<file path="src/rtl/core/exrm_pkg.sv">
// ----------------------------------------------------------------------------
// exrm_pkg
// types, constants and tables shared by the euler angle to rotation matrix core
// ----------------------------------------------------------------------------
package exrm_pkg;

   localparam int ANGLE_W  = 17;
   localparam int POS_W    = 32;
   localparam int ELEM_W   = 16;
   localparam int CW       = 34;
   localparam int ZW       = 20;
   localparam int TABLE_LEN = 32;

   localparam logic signed [CW-1:0] GAIN_Q30    = 34'sd652032874;
   localparam logic signed [ZW-1:0] PI_Q16      = 20'sd205887;
   localparam logic signed [ZW-1:0] HALF_PI_Q16 = 20'sd102944;

   typedef logic signed [CW-1:0] cval_type;
   typedef logic signed [ZW-1:0] zval_type;

   typedef struct packed {
      cval_type x;
      cval_type y;
      zval_type z;
   } cordic_lane_type;

   typedef struct packed {
      cordic_lane_type ax;
      cordic_lane_type ay;
      cordic_lane_type az;
      logic            nx;
      logic            ny;
      logic            nz;
      logic [POS_W-1:0] px;
      logic [POS_W-1:0] py;
      logic [POS_W-1:0] pz;
   } cell_data_type;

   function automatic zval_type atan_q16(input logic [4:0] idx);
      zval_type t;
      case (idx)
         5'd0:    t = 20'sd51472;
         5'd1:    t = 20'sd30386;
         5'd2:    t = 20'sd16055;
         5'd3:    t = 20'sd8150;
         5'd4:    t = 20'sd4091;
         5'd5:    t = 20'sd2047;
         5'd6:    t = 20'sd1024;
         5'd7:    t = 20'sd512;
         5'd8:    t = 20'sd256;
         5'd9:    t = 20'sd128;
         5'd10:   t = 20'sd64;
         5'd11:   t = 20'sd32;
         5'd12:   t = 20'sd16;
         5'd13:   t = 20'sd8;
         5'd14:   t = 20'sd4;
         5'd15:   t = 20'sd2;
         5'd16:   t = 20'sd1;
         default: t = '0;
      endcase
      return t;
   endfunction

endpackage

</file>
<file path="src/rtl/core/exrm_cell.sv">
// ----------------------------------------------------------------------------
// exrm_cell
// one cordic micro-rotation for all three angles, registered
// ----------------------------------------------------------------------------
module exrm_cell #(
   parameter int STEP = 0
) (
   input  logic                   clock,
   input  logic                   enable,
   input  exrm_pkg::cell_data_type d_in,
   output exrm_pkg::cell_data_type d_out
);

   exrm_pkg::cell_data_type data_ff, data_in;

   function automatic exrm_pkg::cordic_lane_type rot(input exrm_pkg::cordic_lane_type a);
      exrm_pkg::cordic_lane_type r;
      exrm_pkg::zval_type t;
      t = exrm_pkg::atan_q16(5'(STEP));
      if (a.z >= 0) begin
         r.x = a.x - (a.y >>> STEP);
         r.y = a.y + (a.x >>> STEP);
         r.z = a.z - t;
      end else begin
         r.x = a.x + (a.y >>> STEP);
         r.y = a.y - (a.x >>> STEP);
         r.z = a.z + t;
      end
      return r;
   endfunction

   always_comb begin
      data_in    = d_in;
      data_in.ax = rot(d_in.ax);
      data_in.ay = rot(d_in.ay);
      data_in.az = rot(d_in.az);
   end

   always_ff @(posedge clock) begin
      if (enable) begin
         data_ff <= data_in;
      end
   end

   assign d_out = data_ff;

endmodule

</file>
<file path="config.mk">
export PLATFORM = sky130hd
export DESIGN_NAME = exrm_cell
export DESIGN_NICKNAME = d
export VERILOG_FILES = /design/src/rtl/core/exrm_pkg.sv /design/src/rtl/core/exrm_cell.sv
export SDC_FILE = /design/constraint.sdc
export NUM_CORES = 1
export LEC_CHECK = 0
export BUFFER_PORTS_ARGS = -buffer_cell sky130_fd_sc_hd__buf_4
export CORE_AREA = 5 5 282 284
export DETAILED_ROUTE_END_ITERATION = 7
export DIE_AREA = 0 0 287 289
export MAX_ROUTING_LAYER = met4
export PLACE_DENSITY = 0.62
export SYNTH_ARGS = -nofsm -noshare
export SYNTH_HDL_FRONTEND = slang
export SYNTH_SLANG_ARGS = --single-unit
</file>
<file path="constraint.sdc">
create_clock -name clock -period 6.28 [get_ports clock]
set_input_delay 0.628 -clock clock [delete_from_list [all_inputs] [get_ports clock]]
set_output_delay 0.628 -clock clock [all_outputs]
set_load 0.01 [all_outputs]
</file>
==> summary.md, run 1 <==
| Metric | Value |
|---|---|
| Async SR Flop Fraction | 0 |
| Pwr Density | roughly 240 nW/µm² |
| Peak supply drop | approximately 180 µV |
| Setup crit end kind | flip-flop |
| Drt total wl | 112 mm |
| Port bufs | approximately 730 |
| Critical Path RT | approximately 6700 ps |
| Busiest grt layer | met2 |
| Final setup vio count | 0 |
| Syn_area_per_cell | approximately 9.1 µm² |
| Max-cap violations | 0 |
| EDFF count, synth | 360 |
| Area growth, synth to finish | 26.3% |
| Full die area | roughly 83000 µm² |
| WL per Instance | around 22 µm |
| Final HPWL DP | roughly 90 mm |
| Clock buffer depth | 3 |
| Detail Route Antenna Nets | 0 |
| Mapped Area | about 30000 µm² |
| Remaining DRCs | 0 |
| Root Buffer | clkbuf_16 |
| CTS tree | done |
| Final min period | about 4100 ps |
| Die height | just under 300 µm |
| Initial antenna violation count | 21 |
| Main synth FF type | edfxtp_1 |
| Vias in the first global route | between 20000 and 30000 |
| Max Slew Vio Count | 0 |
| Clock slew at reported path FFs | roughly 60 ps |
| Slew headroom | 0.311 |
| Sink Count | 360 |
| Worst hold-check path type | input port to flip-flop |
| Yosys warnings | 0 |
| Setup tns final | 0 ps |
| Final period util | 0.656 |
| First-pass GRT wire length | 164 mm |
| Min Hold Slack | ~210 ps |
| Drt pass-1 iters | 6 |
| Register area share after synthesis | 0.361 |
| RSZ-0062 raised after global routing | false |
| Fraction of layout cells with a size suffix above 1 | 0.216 |
| Tot GR Track Use | 0.261 |
| Startpoint Class | input port |
| Final net count | around 4700 |
| Worst-path maximum fanout | 34 |
| Post-Synthesis Cells | between 3000 and 4000 |
| Vias | about 28000 |
| Area of the core | between 70000 and 80000 µm² |
| Total CTS buffers | 45 |
| H-tree depth | 2 |
| Post-Syn Nets | roughly 4000 |
| Leak Pwr | ~17 nW |
| Slew @ Worst Pin | 1030 ps |
| Yosys reg bits | between 300 and 400 |
| DIE WIDTH | 287 µm |
| Initial Util | 0.389 |
| Met3 GRT Util | 0.0504 |
| FP Rows | approximately 100 |
| Grt met1 use | 0.341 |
| Grt met2 use | 0.416 |
| Final hold violations | 0 |
| Gr ovfl total | 0 |
| Status | complete, no violations |
| FMAX | 243 MHz |
| Yosys cell types | 86 |
| CTS Hold Bufs | 0 |
| Worst setup path class | input port to flip-flop |
| Setup bufs post-CTS | 0 |
| Vias per cell | between 5 and 6 |
| Max reg flops | 360 |
| GPL Wtd Cong | 0.980 |
| IO Count | ~730 |
| Pin count of the biggest net entering global routing | approximately 140 |
| CP arrival | ~4500 ps |
| Post-cts sizing count | 0 |
| Initial DRC Count | between 2000 and 3000 |
-- per-layer routing --
| metal | wire length (µm) | part of all wire | vias up |
|---|---|---|---|
| met1 | 47500 | 0.42 | 13227 |
| li1 | - | - | 13186 |
| met5 | 0 | 0 | - |
| met4 | 3110 | 0.028 | 0 |
| met2 | 52300 | 0.47 | 1202 |
| met3 | 9240 | 0.082 | 155 |
-- critical path: stages --
cell	delay, ps
buf_4	110
nor4_1	620
nand4_1	160
nor4_1	250
nand2b_2	240
buf_4	380
ha_1	340
o21ai_0	110
a21boi_0	150
o21ai_0	220
a21boi_0	180
o2111ai_1	210
nand3_1	120
or4_1	430
and3_1	170
a311oi_1	190
-- cell usage after synthesis (11+ instances only) --
cell       number  area [µm²]
a21oi_1       380        1900
edfxtp_1      360       10800
ha_1          342        4280
inv_1         327        1230
nor2_1        320        1200
xnor2_1       201        1760
o21ai_0       177         886
nand2_1       157         589
clkbuf_1       92         345
a21o_1         73         548
o21bai_1       71         533
nor3_1         69         345
mux2i_1        43         430
nand4_1        41         257
nor2b_1        37         231
nand2b_1       35         219
o211ai_1       35         263
nor4_1         33         206
nand3_1        32         160
o31ai_1        31         233
xor2_1         27         236
a211oi_1       25         188
a31oi_1        24         150
buf_1          21        78.8
o21a_1         20         150
or2_2          17         106
a21boi_0       16         120
or3_1          16         100
and3_1         15        93.8
buf_2          14        70.1
a2111oi_0      13         114
clkinv_1       12        45.0
fa_1           12         240
or4_1          11        82.6
-- power by group --
part,switching [mW],internal (mW)
Combinational,1.84,1.30
Sequential,0.119,3.10
Clock,1.08,1.52
-- cells by family after synthesis --
group           synth area share
mux                       0.0144
simple gates               0.130
xor+xnor                  0.0668
fa+ha+maj                  0.151
buf+inv                   0.0601
compound gates             0.217
flops                      0.361
-- layout by cell type (no fill, tap or decap), types with 71 or more instances in the layout --
master / n
inv_1: 325
a21o_1: 73
nor2_1: 320
o21ai_0: 177
xnor2_1: 201
edfxtp_1: 360
nand2_1: 157
o21bai_1: 71
a21oi_1: 380
ha_1: 342
buf_4: 734
-- worst paths after layout --
kind / start / to / slack, ps / cells after the start
worst min-delay path: d_in[92] / d_out[92] / 210 / 1
worst max-delay path: d_in[99] / d_out[117] / 2160 / 16
-- final cells by class --
class / count / area, µm²
antenna: 20 / 50.0
clock buffer: 53 / 1160
clock inverter: 27 / 297
fill: 7577 / 39100
inverter: 341 / 1280
multi-input combinational: 2462 / 17300
sequential: 360 / 10800
tap: 1040 / 1300
timing repair buffer: 737 / 5570
-- metrics by stage --
step	instances	worst slack, ps	util	instance area (µm²)	total power, mW
floorplan	3293	1540	-	29900	4.94
global placement	4940	1610	0.472	36300	6.37
detailed placement	4940	1550	0.472	36300	6.37
CTS	5020	2170	0.491	37700	9.03
global route	5039	1940	0.492	37800	9.40
finish	5040	2160	0.492	37800	8.97
No activity file was read; power rests on OpenSTA's default activity.
==> run 2, diff against run 1 <==
PLACE_DENSITY = 0.64   (was 0.62)
clock period = 3.7 ns   (was 6.28 ns; I/O delays follow)
==> summary.md, run 2 (synthesized netlist as in run 1, its figures left out) <==
| Metric | Value |
|---|---|
| Status | complete, no violations |
| Pwr Density | 394 nW/µm² (+66%) |
| Psw | 5.32 mW (+75%) |
| Initial DRC Count | 2608 (-0.99%) |
| Final HPWL DP | 89.2 mm (-0.99%) |
| Worst Slack Setup Final | 132 ps (-2030 ps) |
| Comb pwr share | 0.356 (+0.006) |
| Area of the core | 76800 µm² (unchanged) |
| Final net count | 4961 (+6.3%) |
| Startpoint Class | input port |
| Worst-path maximum fanout | 4 (-88%) |
| CP arrival | 3910 ps (-610 ps) |
| FP Rows | 102 (unchanged) |
| Max-cap violations | 0 (unchanged) |
| Worst setup path class | input port to flip-flop |
| Pin count of the biggest net entering global routing | 72 (-48%) |
| Gr ovfl total | 0 (unchanged) |
| Slew @ Worst Pin | 882 ps (-149 ps) |
| Max reg flops | 360 (unchanged) |
| Most frequent cells in the layout | 915 x buf_4, 380 x a21oi_1, 360 x edfxtp_1 |
| Tot GR Track Use | 0.262 (+0.00115) |
| DIE WIDTH | 287 µm (unchanged) |
| Total CTS buffers | 46 (+2.2%) |
| Max Slew Vio Count | 0 (unchanged) |
| First-pass GRT wire length | 167 mm (+1.7%) |
| Port bufs | 727 (unchanged) |
| Initial Util | 0.389 (unchanged) |
| Reg power frac | 0.344 (-0.015) |
| Slew headroom | 0.412 (+0.101) |
| Final period util | 0.964 |
| Drt pass-1 iters | 8 (+2) |
| Drt total wl | 113 mm (+0.74%) |
| H-tree depth | 2 (unchanged) |
| Final hold violations | 0 (unchanged) |
| WL per Instance | 21.2 µm (-4.8%) |
| Fraction of layout cells with a size suffix above 1 | 0.248 (+0.0324) |
| Commonest non-fill, non-tap cell in the layout | buf_4 |
| Full die area | 82900 µm² (unchanged) |
| Initial antenna violation count | 10 (-52%) |
| Dpl ws | -171 ps (-1720 ps) |
| Final min period | 3570 ps |
| Sink Count | 360 (unchanged) |
| Internal power | 10.6 mW (+80%) |
| Sw Ratio | 0.333 (-0.00628) |
| Setup tns final | 0 ps (unchanged) |
| Leak Pwr | 18.1 nW (+8.7%) |
| Vias in the first global route | 28357 (+7.7%) |
| Layout Utilization | 0.526 (+0.0349) |
| Clock buffer depth | 3 (unchanged) |
| Setup crit end kind | flip-flop |
| Worst hold path depth | 2 (+1) |
| GPL Wtd Cong | 0.989 (+0.92%) |
| Vias | 29046 (+4.6%) |
| Vias per cell | 5.45 (-1.1%) |
| CTS tree | done |
| Remaining DRCs | 0 (unchanged) |
| Hold endpoint | d_out[279] |
| IO Count | 728 (unchanged) |
| Peak supply drop | 264 µV (+45%) |
| Clock slew at reported path FFs | 70 ps (about the same) |
| Area growth, synth to finish | 35.2% |
| Root Buffer | clkbuf_16 |
| Critical Path RT | 4040 ps (-2640 ps) |
| Die height | 289 µm (unchanged) |
| Final setup vio count | 0 (unchanged) |
| Worst hold-check path type | input port to flip-flop |
| FMAX | ~280 MHz |
| Hold Path Origin | d_in[279] |
| Detail Route Antenna Nets | 0 (unchanged) |
| Layout fillers | 7178 (-5.3%) |
| Clock Power Share | 0.301 (+0.010) |
-- run 2: cell types whose count changed in the layout (fill, tap and decap cells not counted), sizes merged --
cell	previous run	this run
diode	20	12
dlygate4sd3	0	111
inv	330	335
buf	737	920
clkinv	30	29
clkbuf	53	52
clkinvlp	3	2
bufinv	5	8
-- run 2: worst max-delay path, stage by stage --
cell	delay, ps
dlygate4sd3_1	550
buf_4	150
nor4_2	280
buf_4	160
nand4_1	110
nor4_2	210
nand2b_4	190
buf_4	120
ha_1	120
a21o_1	120
a21oi_1	80
o21ai_0	300
a31o_2	230
nand4_1	120
a31oi_1	250
nand4_1	140
a41oi_1	220
nor2_1	80
xnor2_1	120
-- run 2: metrics by stage --
step           cells  hold WS (ps)  instance area (µm²)  total power [mW]
6_report        5331           112                40400              15.9
5_1_grt         5329           110                40400              16.7
4_1_cts         5318          77.0                40400              16.0
3_5_place_dp    5122           549                37700              11.0
3_3_place_gp    5122           548                37700              11.0
2_1_floorplan   3293           469                30000              8.40
-- run 2: worst max path at each step --
stage	startpoint	slack, ps	endpoint
floorplan	d_in[294]	-8	d_out[293]
global placement	d_in[275]	-6	d_out[293]
detailed placement	d_in[275]	-170	d_out[293]
CTS	d_in[189]	0.1	d_out[205]
global route	d_in[100]	-40	d_out[117]
finish	d_in[100]	130	d_out[118]
-- run 2: power by group through the flow --
| stage | Clock, mW | Combinational, mW | Sequential [mW] |
|---|---|---|---|
| 2_1_floorplan | 0 | 2.60 | 5.80 |
| 3_3_place_gp | 0 | 5.48 | 5.55 |
| 3_5_place_dp | 0 | 5.48 | 5.55 |
| 4_1_cts | 4.89 | 5.61 | 5.48 |
| 5_1_grt | 5.07 | 6.10 | 5.53 |
| 6_report | 4.79 | 5.67 | 5.48 |
-- run 2: metal layers --
| layer | up-vias | GRT usage | routed length, µm |
|---|---|---|---|
| met3 | 209 | 0.0444 | 8490 |
| met4 | 0 | 0.0798 | 3850 |
| met2 | 1306 | 0.453 | 55900 |
| met1 | 13769 | 0.315 | 44700 |
| met5 | - | - | 0 |
| li1 | 13762 | - | - |
-- run 2: cell type report --
class | count | area [µm²] | share of cell area
Multi-Input combinational cell | 2462 | 17400 | 0.429
Sequential cell | 360 | 10800 | 0.267
Inverter | 341 | 1280 | 0.0316
Timing Repair Buffer | 1031 | 8080 | 0.200
Antenna cell | 12 | 30.0 | 0.000742
Tap cell | 1040 | 1300 | 0.0322
Clock buffer | 52 | 1170 | 0.0290
Clock inverter | 33 | 409 | 0.0101
-- run 2: repair_timing --
action,4_1_cts,5_1_grt
hold buffers,111,0
gates resized for setup,0,13
hold endpoints to repair,111,0
setup buffers,0,1
endpoints found under the setup margin,0,10
